`src/sv/itoa_pkg.sv`:
```
// Package of the integer to ASCII converter: widths, characters, states.
// Depends on nothing.
package itoa_pkg;

  localparam int unsigned NUM_W   = 64;
  localparam int unsigned DIGITS  = 20;
  localparam int unsigned BCD_W   = DIGITS * 4;
  localparam int unsigned CHAR_W  = 8;
  localparam int unsigned COUNT_W = 5;
  localparam int unsigned BIT_W   = 6;

  localparam logic [CHAR_W-1:0] CHAR_ZERO  = 8'h30;
  localparam logic [CHAR_W-1:0] CHAR_A     = 8'h41;
  localparam logic [CHAR_W-1:0] CHAR_MINUS = 8'h2D;

  // Conversion modes carried in the input tuser bit.
  localparam logic MODE_DEC = 1'b0;
  localparam logic MODE_HEX = 1'b1;

  typedef enum logic [1:0] {
    ST_IDLE,
    ST_CONV,
    ST_STRIP,
    ST_EMIT
  } state_e;

  // Maps one digit value to its upper-case ASCII character.
  function automatic logic [CHAR_W-1:0] digit_to_ascii(input logic [3:0] d);
    logic [CHAR_W-1:0] res;
    if (d < 4'd10) begin
      res = CHAR_ZERO + {4'b0000, d};
    end else begin
      res = CHAR_A + {4'b0000, d - 4'd10};
    end
    return res;
  endfunction

endpackage

```
`src/sv/integer_to_ascii_converter_unit.sv`:
```
// Integer to ASCII converter, top level.
// Depends on itoa_pkg.
//
// The block takes one 64-bit number per input item (tuser bit 0 selects signed
// decimal when 0, unsigned upper-case hexadecimal when 1) and emits its ASCII
// characters most significant first, one output item per character, with '-'
// before a negative decimal value. The final character carries tlast and the
// total character count in tuser; other characters carry a count of zero.
// Decimal conversion runs a bit-serial double dabble, one input bit a cycle,
// over all 64 bits of the number; hexadecimal skips it. Leading zero digits
// are then dropped one digit a cycle, keeping at least one digit, and
// characters leave one a cycle while the output side takes them. One number is
// handled at a time. The next number is accepted in the cycle after the last
// character is loaded into the output register.
module integer_to_ascii_converter_unit
  import itoa_pkg::*;
(
  input  logic               clk_i,
  input  logic               rst_ni,
  input  logic               s_axis_tvalid_i,
  output logic               s_axis_tready_o,
  input  logic [NUM_W-1:0]   s_axis_tdata_i,   // [63:0] number
  input  logic [0:0]         s_axis_tuser_i,   // [0] action
  output logic               m_axis_tvalid_o,
  input  logic               m_axis_tready_i,
  output logic [CHAR_W-1:0]  m_axis_tdata_o,   // [7:0] character
  output logic               m_axis_tlast_o,
  output logic [COUNT_W-1:0] m_axis_tuser_o    // [4:0] char_count
);

  state_e state_q, state_d;

  logic [NUM_W-1:0]   mag_q, mag_d;
  logic [BCD_W-1:0]   bcd_q, bcd_d;
  logic [BIT_W-1:0]   bit_cnt_q, bit_cnt_d;
  logic [COUNT_W-1:0] dig_cnt_q, dig_cnt_d;
  logic [COUNT_W-1:0] tot_cnt_q, tot_cnt_d;
  logic               neg_q, neg_d;
  logic               sign_pend_q, sign_pend_d;

  logic               out_valid_q, out_valid_d;
  logic [CHAR_W-1:0]  out_char_q, out_char_d;
  logic               out_last_q, out_last_d;
  logic [COUNT_W-1:0] out_count_q, out_count_d;

  logic               in_accept;
  logic               out_load;
  logic               top_zero;
  logic               is_neg;
  logic [BCD_W-1:0]   bcd_adj;
  logic [3:0]         top_digit;

  assign in_accept = s_axis_tvalid_i && s_axis_tready_o;
  assign out_load  = !out_valid_q || m_axis_tready_i;
  assign top_digit = bcd_q[BCD_W-1 -: 4];
  assign top_zero  = (top_digit == 4'd0);
  assign is_neg    = (s_axis_tuser_i[0] == MODE_DEC) && s_axis_tdata_i[NUM_W-1];

  // Double dabble correction: add three to every digit of five or more.
  always_comb begin
    logic [3:0] nib;
    nib     = 4'd0;
    bcd_adj = '0;
    for (int i = 0; i < DIGITS; i++) begin
      nib = bcd_q[i*4 +: 4];
      bcd_adj[i*4 +: 4] = (nib >= 4'd5) ? nib + 4'd3 : nib;
    end
  end

  // Next state.
  always_comb begin
    state_d = state_q;
    unique case (state_q)
      ST_IDLE: begin
        if (in_accept) begin
          state_d = (s_axis_tuser_i[0] == MODE_HEX) ? ST_STRIP : ST_CONV;
        end
      end
      ST_CONV: begin
        if (bit_cnt_q == '0) begin
          state_d = ST_STRIP;
        end
      end
      ST_STRIP: begin
        if (!(top_zero && dig_cnt_q > COUNT_W'(1))) begin
          state_d = ST_EMIT;
        end
      end
      ST_EMIT: begin
        if (out_load && !sign_pend_q && dig_cnt_q == COUNT_W'(1)) begin
          state_d = ST_IDLE;
        end
      end
      default: state_d = ST_IDLE;
    endcase
  end

  // Datapath and output register updates.
  always_comb begin
    mag_d       = mag_q;
    bcd_d       = bcd_q;
    bit_cnt_d   = bit_cnt_q;
    dig_cnt_d   = dig_cnt_q;
    tot_cnt_d   = tot_cnt_q;
    neg_d       = neg_q;
    sign_pend_d = sign_pend_q;
    out_valid_d = out_valid_q && !m_axis_tready_i;
    out_char_d  = out_char_q;
    out_last_d  = out_last_q;
    out_count_d = out_count_q;
    unique case (state_q)
      ST_IDLE: begin
        if (in_accept) begin
          neg_d       = is_neg;
          sign_pend_d = is_neg;
          dig_cnt_d   = COUNT_W'(DIGITS);
          bit_cnt_d   = BIT_W'(NUM_W - 1);
          mag_d       = is_neg ? (NUM_W'(0) - s_axis_tdata_i) : s_axis_tdata_i;
          bcd_d       = (s_axis_tuser_i[0] == MODE_HEX) ? BCD_W'(s_axis_tdata_i) : '0;
        end
      end
      ST_CONV: begin
        bcd_d     = {bcd_adj[BCD_W-2:0], mag_q[NUM_W-1]};
        mag_d     = {mag_q[NUM_W-2:0], 1'b0};
        bit_cnt_d = bit_cnt_q - BIT_W'(1);
      end
      ST_STRIP: begin
        if (top_zero && dig_cnt_q > COUNT_W'(1)) begin
          bcd_d     = {bcd_q[BCD_W-5:0], 4'd0};
          dig_cnt_d = dig_cnt_q - COUNT_W'(1);
        end else begin
          // The string length is the digit count plus the sign.
          tot_cnt_d = dig_cnt_q + COUNT_W'(neg_q);
        end
      end
      ST_EMIT: begin
        if (out_load) begin
          out_valid_d = 1'b1;
          if (sign_pend_q) begin
            sign_pend_d = 1'b0;
            out_char_d  = CHAR_MINUS;
            out_last_d  = 1'b0;
            out_count_d = '0;
          end else begin
            out_char_d  = digit_to_ascii(top_digit);
            out_last_d  = (dig_cnt_q == COUNT_W'(1));
            out_count_d = (dig_cnt_q == COUNT_W'(1)) ? tot_cnt_q : '0;
            bcd_d       = {bcd_q[BCD_W-5:0], 4'd0};
            dig_cnt_d   = dig_cnt_q - COUNT_W'(1);
          end
        end
      end
      default: ;
    endcase
  end

  // Control registers.
  always_ff @(posedge clk_i or negedge rst_ni) begin
    if (!rst_ni) begin
      state_q     <= ST_IDLE;
      out_valid_q <= 1'b0;
    end else begin
      state_q     <= state_d;
      out_valid_q <= out_valid_d;
    end
  end

  // Payload registers.
  always_ff @(posedge clk_i) begin
    mag_q       <= mag_d;
    bcd_q       <= bcd_d;
    bit_cnt_q   <= bit_cnt_d;
    dig_cnt_q   <= dig_cnt_d;
    tot_cnt_q   <= tot_cnt_d;
    neg_q       <= neg_d;
    sign_pend_q <= sign_pend_d;
    out_char_q  <= out_char_d;
    out_last_q  <= out_last_d;
    out_count_q <= out_count_d;
  end

  assign s_axis_tready_o = (state_q == ST_IDLE);
  assign m_axis_tvalid_o = out_valid_q;
  assign m_axis_tdata_o  = out_char_q;
  assign m_axis_tlast_o  = out_last_q;
  assign m_axis_tuser_o  = out_count_q;

endmodule

```
`config.mk`:
```
export PLATFORM = sky130hd
export DESIGN_NAME = integer_to_ascii_converter_unit
export DESIGN_NICKNAME = d
export VERILOG_FILES = /design/src/sv/itoa_pkg.sv /design/src/sv/integer_to_ascii_converter_unit.sv
export SDC_FILE = /design/constraint.sdc
export NUM_CORES = 1
export LEC_CHECK = 0
export BUFFER_PORTS_ARGS = -buffer_cell sky130_fd_sc_hd__buf_2
export CORE_AREA = 2 2 199 201
export DETAILED_ROUTE_END_ITERATION = 8
export DIE_AREA = 0 0 201 203
export GPL_ROUTABILITY_DRIVEN = 0
export HOLD_SLACK_MARGIN = 0.12
export PLACE_DENSITY = 0.56
export SLEW_MARGIN = 20
export SYNTH_ARGS = -nofsm -noshare
export SYNTH_HDL_FRONTEND = slang
export SYNTH_SLANG_ARGS = --single-unit
```
`constraint.sdc`:
```
create_clock -name clk_i -period 9 [get_ports clk_i]
set_input_delay 1.35 -clock clk_i [delete_from_list [all_inputs] [get_ports clk_i]]
set_output_delay 1.35 -clock clk_i [all_outputs]
set_load 0.05 [all_outputs]
```
# After elaboration in Yosys (flattened, before gate mapping)
# Cells that the tools add are included.
# Widths: inputs -> output; s select.
classes:
  bitwise_logic: 3
  n_lt_le_gt_ge: 22
  n_mux: 48
  n_reduce_logical: 25
  eq_ne: 11
  n_addsub: 27
op_table:
  columns: ["cell", "count"]
  rows:
  - ["$mux 80", 4]
  - ["$pmux 80 s4", 1]
  - ["$mux 64", 3]
  - ["$pmux 64 s2", 1]
  - ["$ge 4x3->1 const B", 20]
  - ["$add 4x2->4 const B", 19]
  - ["$mux 4", 19]
  - ["$sub 1x64->64 const A", 1]
  - ["$mux 5", 4]
  - ["$pmux 5 s3", 1]
  - ["$ne 2x2->1 const B", 6]
  - ["$pmux 6 s2", 1]
  - ["$mux 2", 5]
  - ["$add 7x4->8 const A", 1]
  - ["$mux 8", 1]
  - ["$pmux 2 s4", 1]
  - ["$reduce_and 2->1", 4]
  - ["$reduce_and 4->1", 2]
  - ["$add 6x4->7 const A", 1]
  - ["$logic_and 1x1->1", 6]
  - ["$logic_not 6->1", 1]
  - ["$mux 6", 1]
  - ["$sub 6x1->6 const B", 1]
  - ["$add 5x1->5", 1]
  - ["22 further kinds", 31]
totals:
  word_cells: 148
  out_inout_bits: 16
  in_bits: 69
  register_bits: 179

# Logic depth before layout (Yosys ltp)
# Gate-level depths: netlist of run 1.
logic_depth:
  depth_word: 6
  ltp_mapped: 8
  mapped_depth_nobuf: 7

# Worst setup path before layout of run 1
# No wires, ideal clock.
synth_timing:
  path_kind: "input to register"
  startpoint: "input s_axis_tvalid_i"
  endpoint: "register bit_cnt_q[0], enable pin"
  n_path_buf: 0
  path_slack_ns: 2.089
  setup_time_ns: 0.595
  required_ns: 8.405
  arrival_ns: 6.316
  cell_stages: 2
  path_cell_list: "inv_1 -> o21ai_0"
synth_between:
  elab_chain_len: 3
synth_rtl:
  columns: ["element", "line_no", "rtl"]
  rows:
  - ["start, declared", "integer_to_ascii_converter_unit.sv:20", "input logic s_axis_tvalid_i,"]
  - ["$logic_and 1x1->1", "integer_to_ascii_converter_unit.sv:53", "assign in_accept = s_axis_tvalid_i && s_axis_tready_o;"]
  - ["$ne 2x1->1 (no line)", null, null]
  - ["$reduce_and 2->1 (no line)", null, null]
  - ["end signal, assigned", "integer_to_ascii_converter_unit.sv:172", "bit_cnt_q <= bit_cnt_d;"]
  - ["end, declared", "integer_to_ascii_converter_unit.sv:35", "logic [BIT_W-1:0] bit_cnt_q, bit_cnt_d;"]
# No other way between the ends.
# A chain may end at the register's enable or synchronous reset.

# Final worst setup path of run 1
layout_timing:
  startpoint: "input s_axis_tdata_i[9]"
  endpoint: "register mag_q[45] (data pin)"
layout_between:
  elab_chain_len: 4
layout_rtl:
  columns: ["element", "line_no", "rtl"]
  rows:
  - ["start, declared", "integer_to_ascii_converter_unit.sv:22", "input logic [NUM_W-1:0] s_axis_tdata_i,"]
  - ["$sub 1x64->64", "integer_to_ascii_converter_unit.sv:118", "mag_d = is_neg ? (NUM_W'(0) - s_axis_tdata_i) : s_axis_tdata_i;"]
  - ["$mux 64", "integer_to_ascii_converter_unit.sv:118", null]
  - ["$mux 64", "integer_to_ascii_converter_unit.sv:113", "if (in_accept) begin"]
  - ["$pmux 64 s2", "integer_to_ascii_converter_unit.sv:111", "unique case (state_q)"]
  - ["net mag_d[45]", "integer_to_ascii_converter_unit.sv:33", "logic [NUM_W-1:0] mag_q, mag_d;"]
  - ["end signal, assigned", "integer_to_ascii_converter_unit.sv:170", "mag_q <= mag_d;"]
  - ["end, declared", "integer_to_ascii_converter_unit.sv:33", null]
# The timed path passes the listed nets, and every way through them passes these cells. The select of a mux whose other input is x is not followed.

==> flow_metrics.tcl, run 1 <==
set metrics [dict create \
    path_clk_slew_ps 80 \
    synth-seq-cells 178 \
    internal_power_uw 2660 \
    grt.overflow.total 0 \
    status "finished clean" \
    yosysWarningCount 0 \
    synth_area_per_cell_um2 9.66 \
    switching_share 0.424 \
    setup_viol 0 \
    cts_root_buf "clkbuf_16" \
    synth_edf_count 175 \
    rows 72 \
    vias_per_cell 5.37 \
    rr_startpoint "state_q[1]" \
    dp_cells 1735 \
    path_buf_inv 1 \
    clk_latency_ps 450 \
    netSwitchingPower_uw 1960 \
    setup_tns_ps 0 \
    ys.flop_type "edfxtp_1" \
    core_um2 38500 \
    period_share 0.422 \
    htree_num_levels 4 \
    postSynthCellCount 1188 \
    min_period_ps 3800 \
    ys_seq_area_frac 0.464 \
    async_flop_share 0.0169 \
    holdPathStages 1 \
    grt_setup_unrepaired "false" \
    port_buffers 83 \
    drt_iter0_markers 886 \
    fmax_mhz 263 \
    wire_per_inst_um 17.7 \
    top_level_ports 85 \
    critPathKind "input pin to register" \
    comb_power_share 0.425 \
    max_slew_margin 0.296 \
    clock_sinks 178 \
    drt_wl_total_um 31400 \
    p_seq_frac 0.407 \
    clkPwrFrac 0.168 \
    drive_gt1_frac 0.117 \
    critPathCaptureType "register" \
    tightest_slew_ps 1050 \
    r2r_slack_ps 5360 \
    grt_max_degree 79 \
    cp_slowest_stage_delay_ps 860 \
    nets 1359 \
    path_cells "buf_2 -> nor4_1 -> and3_1 -> nand4_1 -> o41ai_1 -> nand3_1" \
    start_util 0.298 \
    drc 0 \
    areaGrowthSynthToFinish_pct 13.7 \
    antenna_left 0 \
    synthesis.nets 1311 \
    placed_cell_area_um2 12400 \
    hold_class "register to register" \
    die_x_um 201 \
    grt_usage 0.154 \
    fin_area_um2 13000 \
    synth_cell_types 54 \
    drv_cap 0 \
    numCtsBuffers 17 \
    cts_tree "done" \
    post_cts_resized 0 \
    critPathMaxFanout 18 \
    antenna_found_initial 5 \
    cts_setup_buffers 0 \
    slowest_stage "and3_1" \
    rr_worst_depth 6 \
    num_vias 9503 \
    die_h_um 203 \
    ctsLongestPathBuffers 2 \
    crit_cells 6 \
    p_per_area_nw_per_um2 354 \
    worstHoldStart "tot_cnt_q[3]" \
    hpwl_um 21500 \
    cp_top_family "simple AND/OR/NAND/NOR gates" \
    grt_pass1_wl_um 50100 \
    cts-hold-fix-buffers 0 \
    hold_end "m_axis_tuser_o[3]" \
    crit_required_ps 9180 \
    finalNonFillerCells 1771 \
    ir_drop_uv 169 \
    start_kind "input pin" \
    finalHoldViolCount 0 \
    die_area_um2 40800 \
    finClkSkew_ps 15.3 \
    cp.arrival_ps 3980 \
    final_max_slew_viol_count 0 \
    grt_pass1_vias 9035 \
    leakage_uw 0.00453 \
    regToRegEndpoint "mag_q[32]" \
    netlist_area_um2 11500 \
    drt_first_pass_iters 8 \
]
-- worst max path at each step --
stage / start / endpoint / slack (ps)
finish: s_axis_tdata_i[9] / mag_q[45] / 5200
global route: s_axis_tdata_i[10] / mag_q[45] / 4970
CTS: s_axis_tdata_i[10] / mag_q[45] / 5240
detailed placement: s_axis_tdata_i[10] / mag_q[45] / 4790
global placement: s_axis_tdata_i[10] / mag_q[56] / 4860
floorplan: s_axis_tvalid_i / bit_cnt_q[0] / 2090
-- registers in the layout, summed over array words and instances (netlist names) --
name,cells
m_axis_tvalid_o,1
state_q,2
m_axis_tdata_o,7
m_axis_tuser_o,5
m_axis_tlast_o,1
bcd_q,80
dig_cnt_q,5
sign_pend_q,1
bit_cnt_q,6
mag_q,64
tot_cnt_q,5
neg_q,1
-- Yosys cell counts (all sizes together) (4+ instances only) --
cell type	instances	area, um^2
a21oi	84	420
inv	59	221
nand2b	27	169
or2	4	25.0
and3	9	56.3
o21ai	144	721
o31ai	11	82.6
a21o	5	37.5
nand2	67	251
or4	7	56.3
a31oi	22	138
xor2	18	158
a221o	4	40.0
and4	4	35.0
nor2b	23	144
nand4	11	68.8
buf	16	68.8
nor3b	36	270
mux2	6	67.6
nor4	23	144
o41ai	4	35.0
and2	12	75.1
xnor2	48	420
nor3	34	170
nand3	29	145
or3	14	87.6
edfxtp	175	5260
nand4b	7	61.3
ha	54	676
a22oi	74	556
nor2	70	263
clkbuf	48	180
-- cells by family (layout without fill, tap and decap cells) --
| family | after synthesis | in the layout | share of synthesized area |
|---|---|---|---|
| mux | 9 | 9 | 0.00850 |
| xor+xnor | 66 | 66 | 0.0504 |
| simple gates | 383 | 383 | 0.181 |
| other cells | 1 | 5 | 0.000327 |
| buf+inv | 124 | 185 | 0.0413 |
| fa+ha+maj | 54 | 54 | 0.0589 |
| flops | 178 | 178 | 0.464 |
| compound gates | 373 | 373 | 0.195 |
-- layer usage --
metal	vias to the layer above	share of wire	global-route usage
met4	2	0.018	0.0513
li1	4570	-	-
met5	-	0.00041	0
met1	4627	0.47	0.216
met3	39	0.063	0.0347
met2	265	0.45	0.234
-- stage by stage --
stage                     power (uW)  hold slack (ps)  setup WS (ps)   util
after floorplan                 3340              497           2090      -
after global placement          3800              503           4860  0.322
after detailed placement        3860              509           4790  0.323
after CTS                       4650              528           5240  0.339
after global routing            4990              547           4970  0.339
final                           4620              525           5200  0.339
-- final cells by class --
cell class | count | area [um^2]
clock inverter | 15 | 190
fill | 3954 | 25400
inverter | 60 | 225
antenna | 4 | 10.0
timing repair buffer | 93 | 503
clock buffer | 17 | 425
multi-input combinational | 886 | 5720
tap | 518 | 648
sequential | 178 | 5330
-- power groups by stage --
stage | logic (uW) | clock network (uW) | registers (uW)
final | 1970 | 776 | 1880
after global routing | 2230 | 822 | 1940
after CTS | 1980 | 794 | 1880
after detailed placement | 1970 | 0 | 1890
after global placement | 1910 | 0 | 1890
after floorplan | 1430 | 0 | 1910
-- cells in the final DEF, fill, tap and decap left out, types with 5 or more instances in the layout --
master | Yosys | routed
or4_1 | 6 | 6
a21o_1 | 5 | 5
o31ai_1 | 11 | 11
nor3b_1 | 36 | 36
ha_1 | 54 | 53
clkbuf_16 | 0 | 17
a21oi_1 | 84 | 84
and3_1 | 9 | 9
xnor2_1 | 48 | 48
xor2_1 | 18 | 18
or3_1 | 14 | 14
nand3_1 | 29 | 29
inv_1 | 59 | 59
clkinv_8 | 0 | 7
nor3_1 | 34 | 34
edfxtp_1 | 175 | 175
o21ai_0 | 144 | 143
and2_1 | 12 | 11
a31oi_1 | 22 | 22
nand2b_1 | 27 | 26
buf_2 | 4 | 83
nor2b_1 | 23 | 23
mux2_2 | 6 | 6
nand4_1 | 11 | 11
nor2_1 | 70 | 68
nand4b_1 | 7 | 7
a22oi_1 | 74 | 74
buf_4 | 1 | 9
nand2_1 | 67 | 66
nor4_1 | 23 | 23
(Power assumes the default switching activity.)
==> run 2: changes to the inputs <==
==> constraint.sdc (replaced) <==
create_clock -name clk_i -period 3.6 [get_ports clk_i]
set_input_delay 0.54 -clock clk_i [delete_from_list [all_inputs] [get_ports clk_i]]
set_output_delay 0.54 -clock clk_i [all_outputs]
set_load 0.05 [all_outputs]
==> run 2 against run 1 <==
- clock skew down 8.1 ps
- via count shrank 0.85%
- cell count is 0.90% higher
- sequential share of layout area is 0.41 points lower
- largest cell class unchanged
==> flow_metrics.tcl, run 2 (synthesized netlist as in run 1, its figures left out) <==
set metrics [dict create \
    cp.arrival_ps 2940 \
    die_x_um 201 \
    core_um2 38500 \
    top_level_ports 85 \
    slowest_stage "or4b_2" \
    cts_setup_buffers 0 \
    grt_max_degree 81 \
    status "finished clean" \
    path_buf_inv 1 \
    hold_class "input pin to register" \
    antenna_left 0 \
    grt_pass1_vias 9068 \
    rows 72 \
    path_cells "buf_2 -> or4_1 -> nor4_1 -> nand3_1 -> or4b_2 -> nand3_1" \
    vias_per_cell 5.27 \
    cp_slowest_stage_delay_ps 750 \
    drt_first_pass_iters 5 \
    finClkSkew_ps 7.23 \
    clk_latency_ps 450 \
    placed_cell_area_um2 12600 \
    fill_cells 3939 \
    critPathMaxFanout 6 \
    path_clk_slew_ps 70 \
    num_vias 9422 \
    tightest_slew_ps 803 \
    max_slew_margin 0.451 \
    cts_root_buf "clkbuf_16" \
    fin_area_um2 13200 \
    drive_gt1_frac 0.126 \
    areaGrowthSynthToFinish_pct 14.9 \
    finalHoldViolCount 0 \
    ctsLongestPathBuffers 2 \
    setup_viol 0 \
    grt_usage 0.154 \
    clock_sinks 178 \
    die_area_um2 40800 \
    p_per_area_nw_per_um2 876 \
    leakage_uw 0.00461 \
    period_share 0.728 \
    setup_tns_ps 0 \
    crit_required_ps 3920 \
    drv_cap 0 \
    die_h_um 203 \
    cp_top_family "simple AND/OR/NAND/NOR gates" \
    grt_pass1_wl_um 50100 \
    antenna_found_initial 6 \
    critPathKind "input pin to register" \
    whs_ps 387 \
    fmax_mhz 382 \
    cts_tree "done" \
    drc 0 \
    grt_setup_unrepaired "false" \
    start_util 0.298 \
    crit_top_cell "nand3_1" \
    drt_wl_total_um 30900 \
    htree_num_levels 4 \
    numCtsBuffers 17 \
    final_max_slew_viol_count 0 \
    regMostFlops "bcd_q" \
    ir_drop_uv 386 \
    grt.overflow.total 0 \
    wire_per_inst_um 17.3 \
    nets 1376 \
    critPathCaptureType "register" \
    final_common_cell "edfxtp_1" \
    min_period_ps 2620 \
    port_buffers 83 \
    layout_common_cells "175 x edfxtp_1, 143 x o21ai_0, 84 x a21oi_1, 83 x buf_2, 74 x a22oi_1" \
    hpwl_um 21700 \
    largest_register_ffs 80 \
    start_kind "input pin" \
    drt_iter0_markers 675 \
]
-- run 2: cell types whose count changed in the layout (fill, tap and decap cells not counted), sizes merged --
cell / previous run / this run
buf: 93 / 109
clkbuf: 17 / 18
inv: 64 / 68
bufinv: 0 / 1
diode: 4 / 3
clkinv: 10 / 4
dlygate4sd3: 0 / 1
-- run 2: what timing repair did --
| action | 4_1_cts | 5_1_grt |
|---|---|---|
| hold buffers | 1 | 0 |
| endpoints found under the hold margin | 3 | 0 |
| gates resized for setup | 0 | 0 |
-- run 2: layer usage --
| metal | up-vias | global-route usage | routed length (um) |
|---|---|---|---|
| met1 | 4541 | 0.224 | 15100 |
| met2 | 251 | 0.230 | 13400 |
| met3 | 31 | 0.0334 | 1940 |
| li1 | 4595 | - | - |
| met5 | - | 0 | 17 |
| met4 | 4 | 0.0415 | 451 |
-- run 2: metrics by stage --
| stage | std cells | utilization | setup WS, ps | power (uW) |
|---|---|---|---|---|
| floorplan | 1188 | - | 27.4 | 8250 |
| global placement | 1751 | 0.327 | 584 | 9610 |
| detailed placement | 1751 | 0.327 | 470 | 9710 |
| CTS | 1784 | 0.343 | 935 | 11700 |
| global route | 1787 | 0.343 | 887 | 12500 |
| finish | 1787 | 0.343 | 980 | 11500 |
-- run 2: final cells by class --
| type | instances | area, um^2 | area share |
|---|---|---|---|
| tap | 518 | 648 | 0.0492 |
| clock buffer | 18 | 429 | 0.0326 |
| inverter | 60 | 225 | 0.0171 |
| multi-input combinational | 886 | 5720 | 0.434 |
| sequential | 178 | 5330 | 0.404 |
| clock inverter | 14 | 143 | 0.0108 |
| timing repair buffer | 110 | 683 | 0.0518 |
| antenna | 3 | 7.51 | 0.000569 |
-- run 2: worst reg2reg max path, cell delays in order (launching register included) --
cell,delay (ps)
dfrtp_1,420
inv_1,100
ha_1,340
inv_1,260
o21ai_0,250
a2111oi_0,760
mux2i_1,270
-- run 2: where the power goes --
group | internal (uW) | switching [uW] | leakage (uW) | total [uW]
Sequential | 3930 | 737 | 0.00175 | 4670
Combinational | 1830 | 3150 | 0.00258 | 4990
Clock | 979 | 909 | 0.000279 | 1890
-- run 2: final timing paths --
kind	start	end	slack (ps)	depth (start not counted)
setup / recovery	s_axis_tdata_i[22]	mag_q[56]	980	6
hold / removal	m_axis_tready_i	m_axis_tvalid_o	390	3
setup reg to reg	state_q[0]	state_q[0]	1120	6
hold reg to reg	tot_cnt_q[1]	m_axis_tuser_o[1]	520	1
max in group asynchronous	rst_ni	m_axis_tvalid_o	3030	2
min in group asynchronous	rst_ni	state_q[0]	440	2
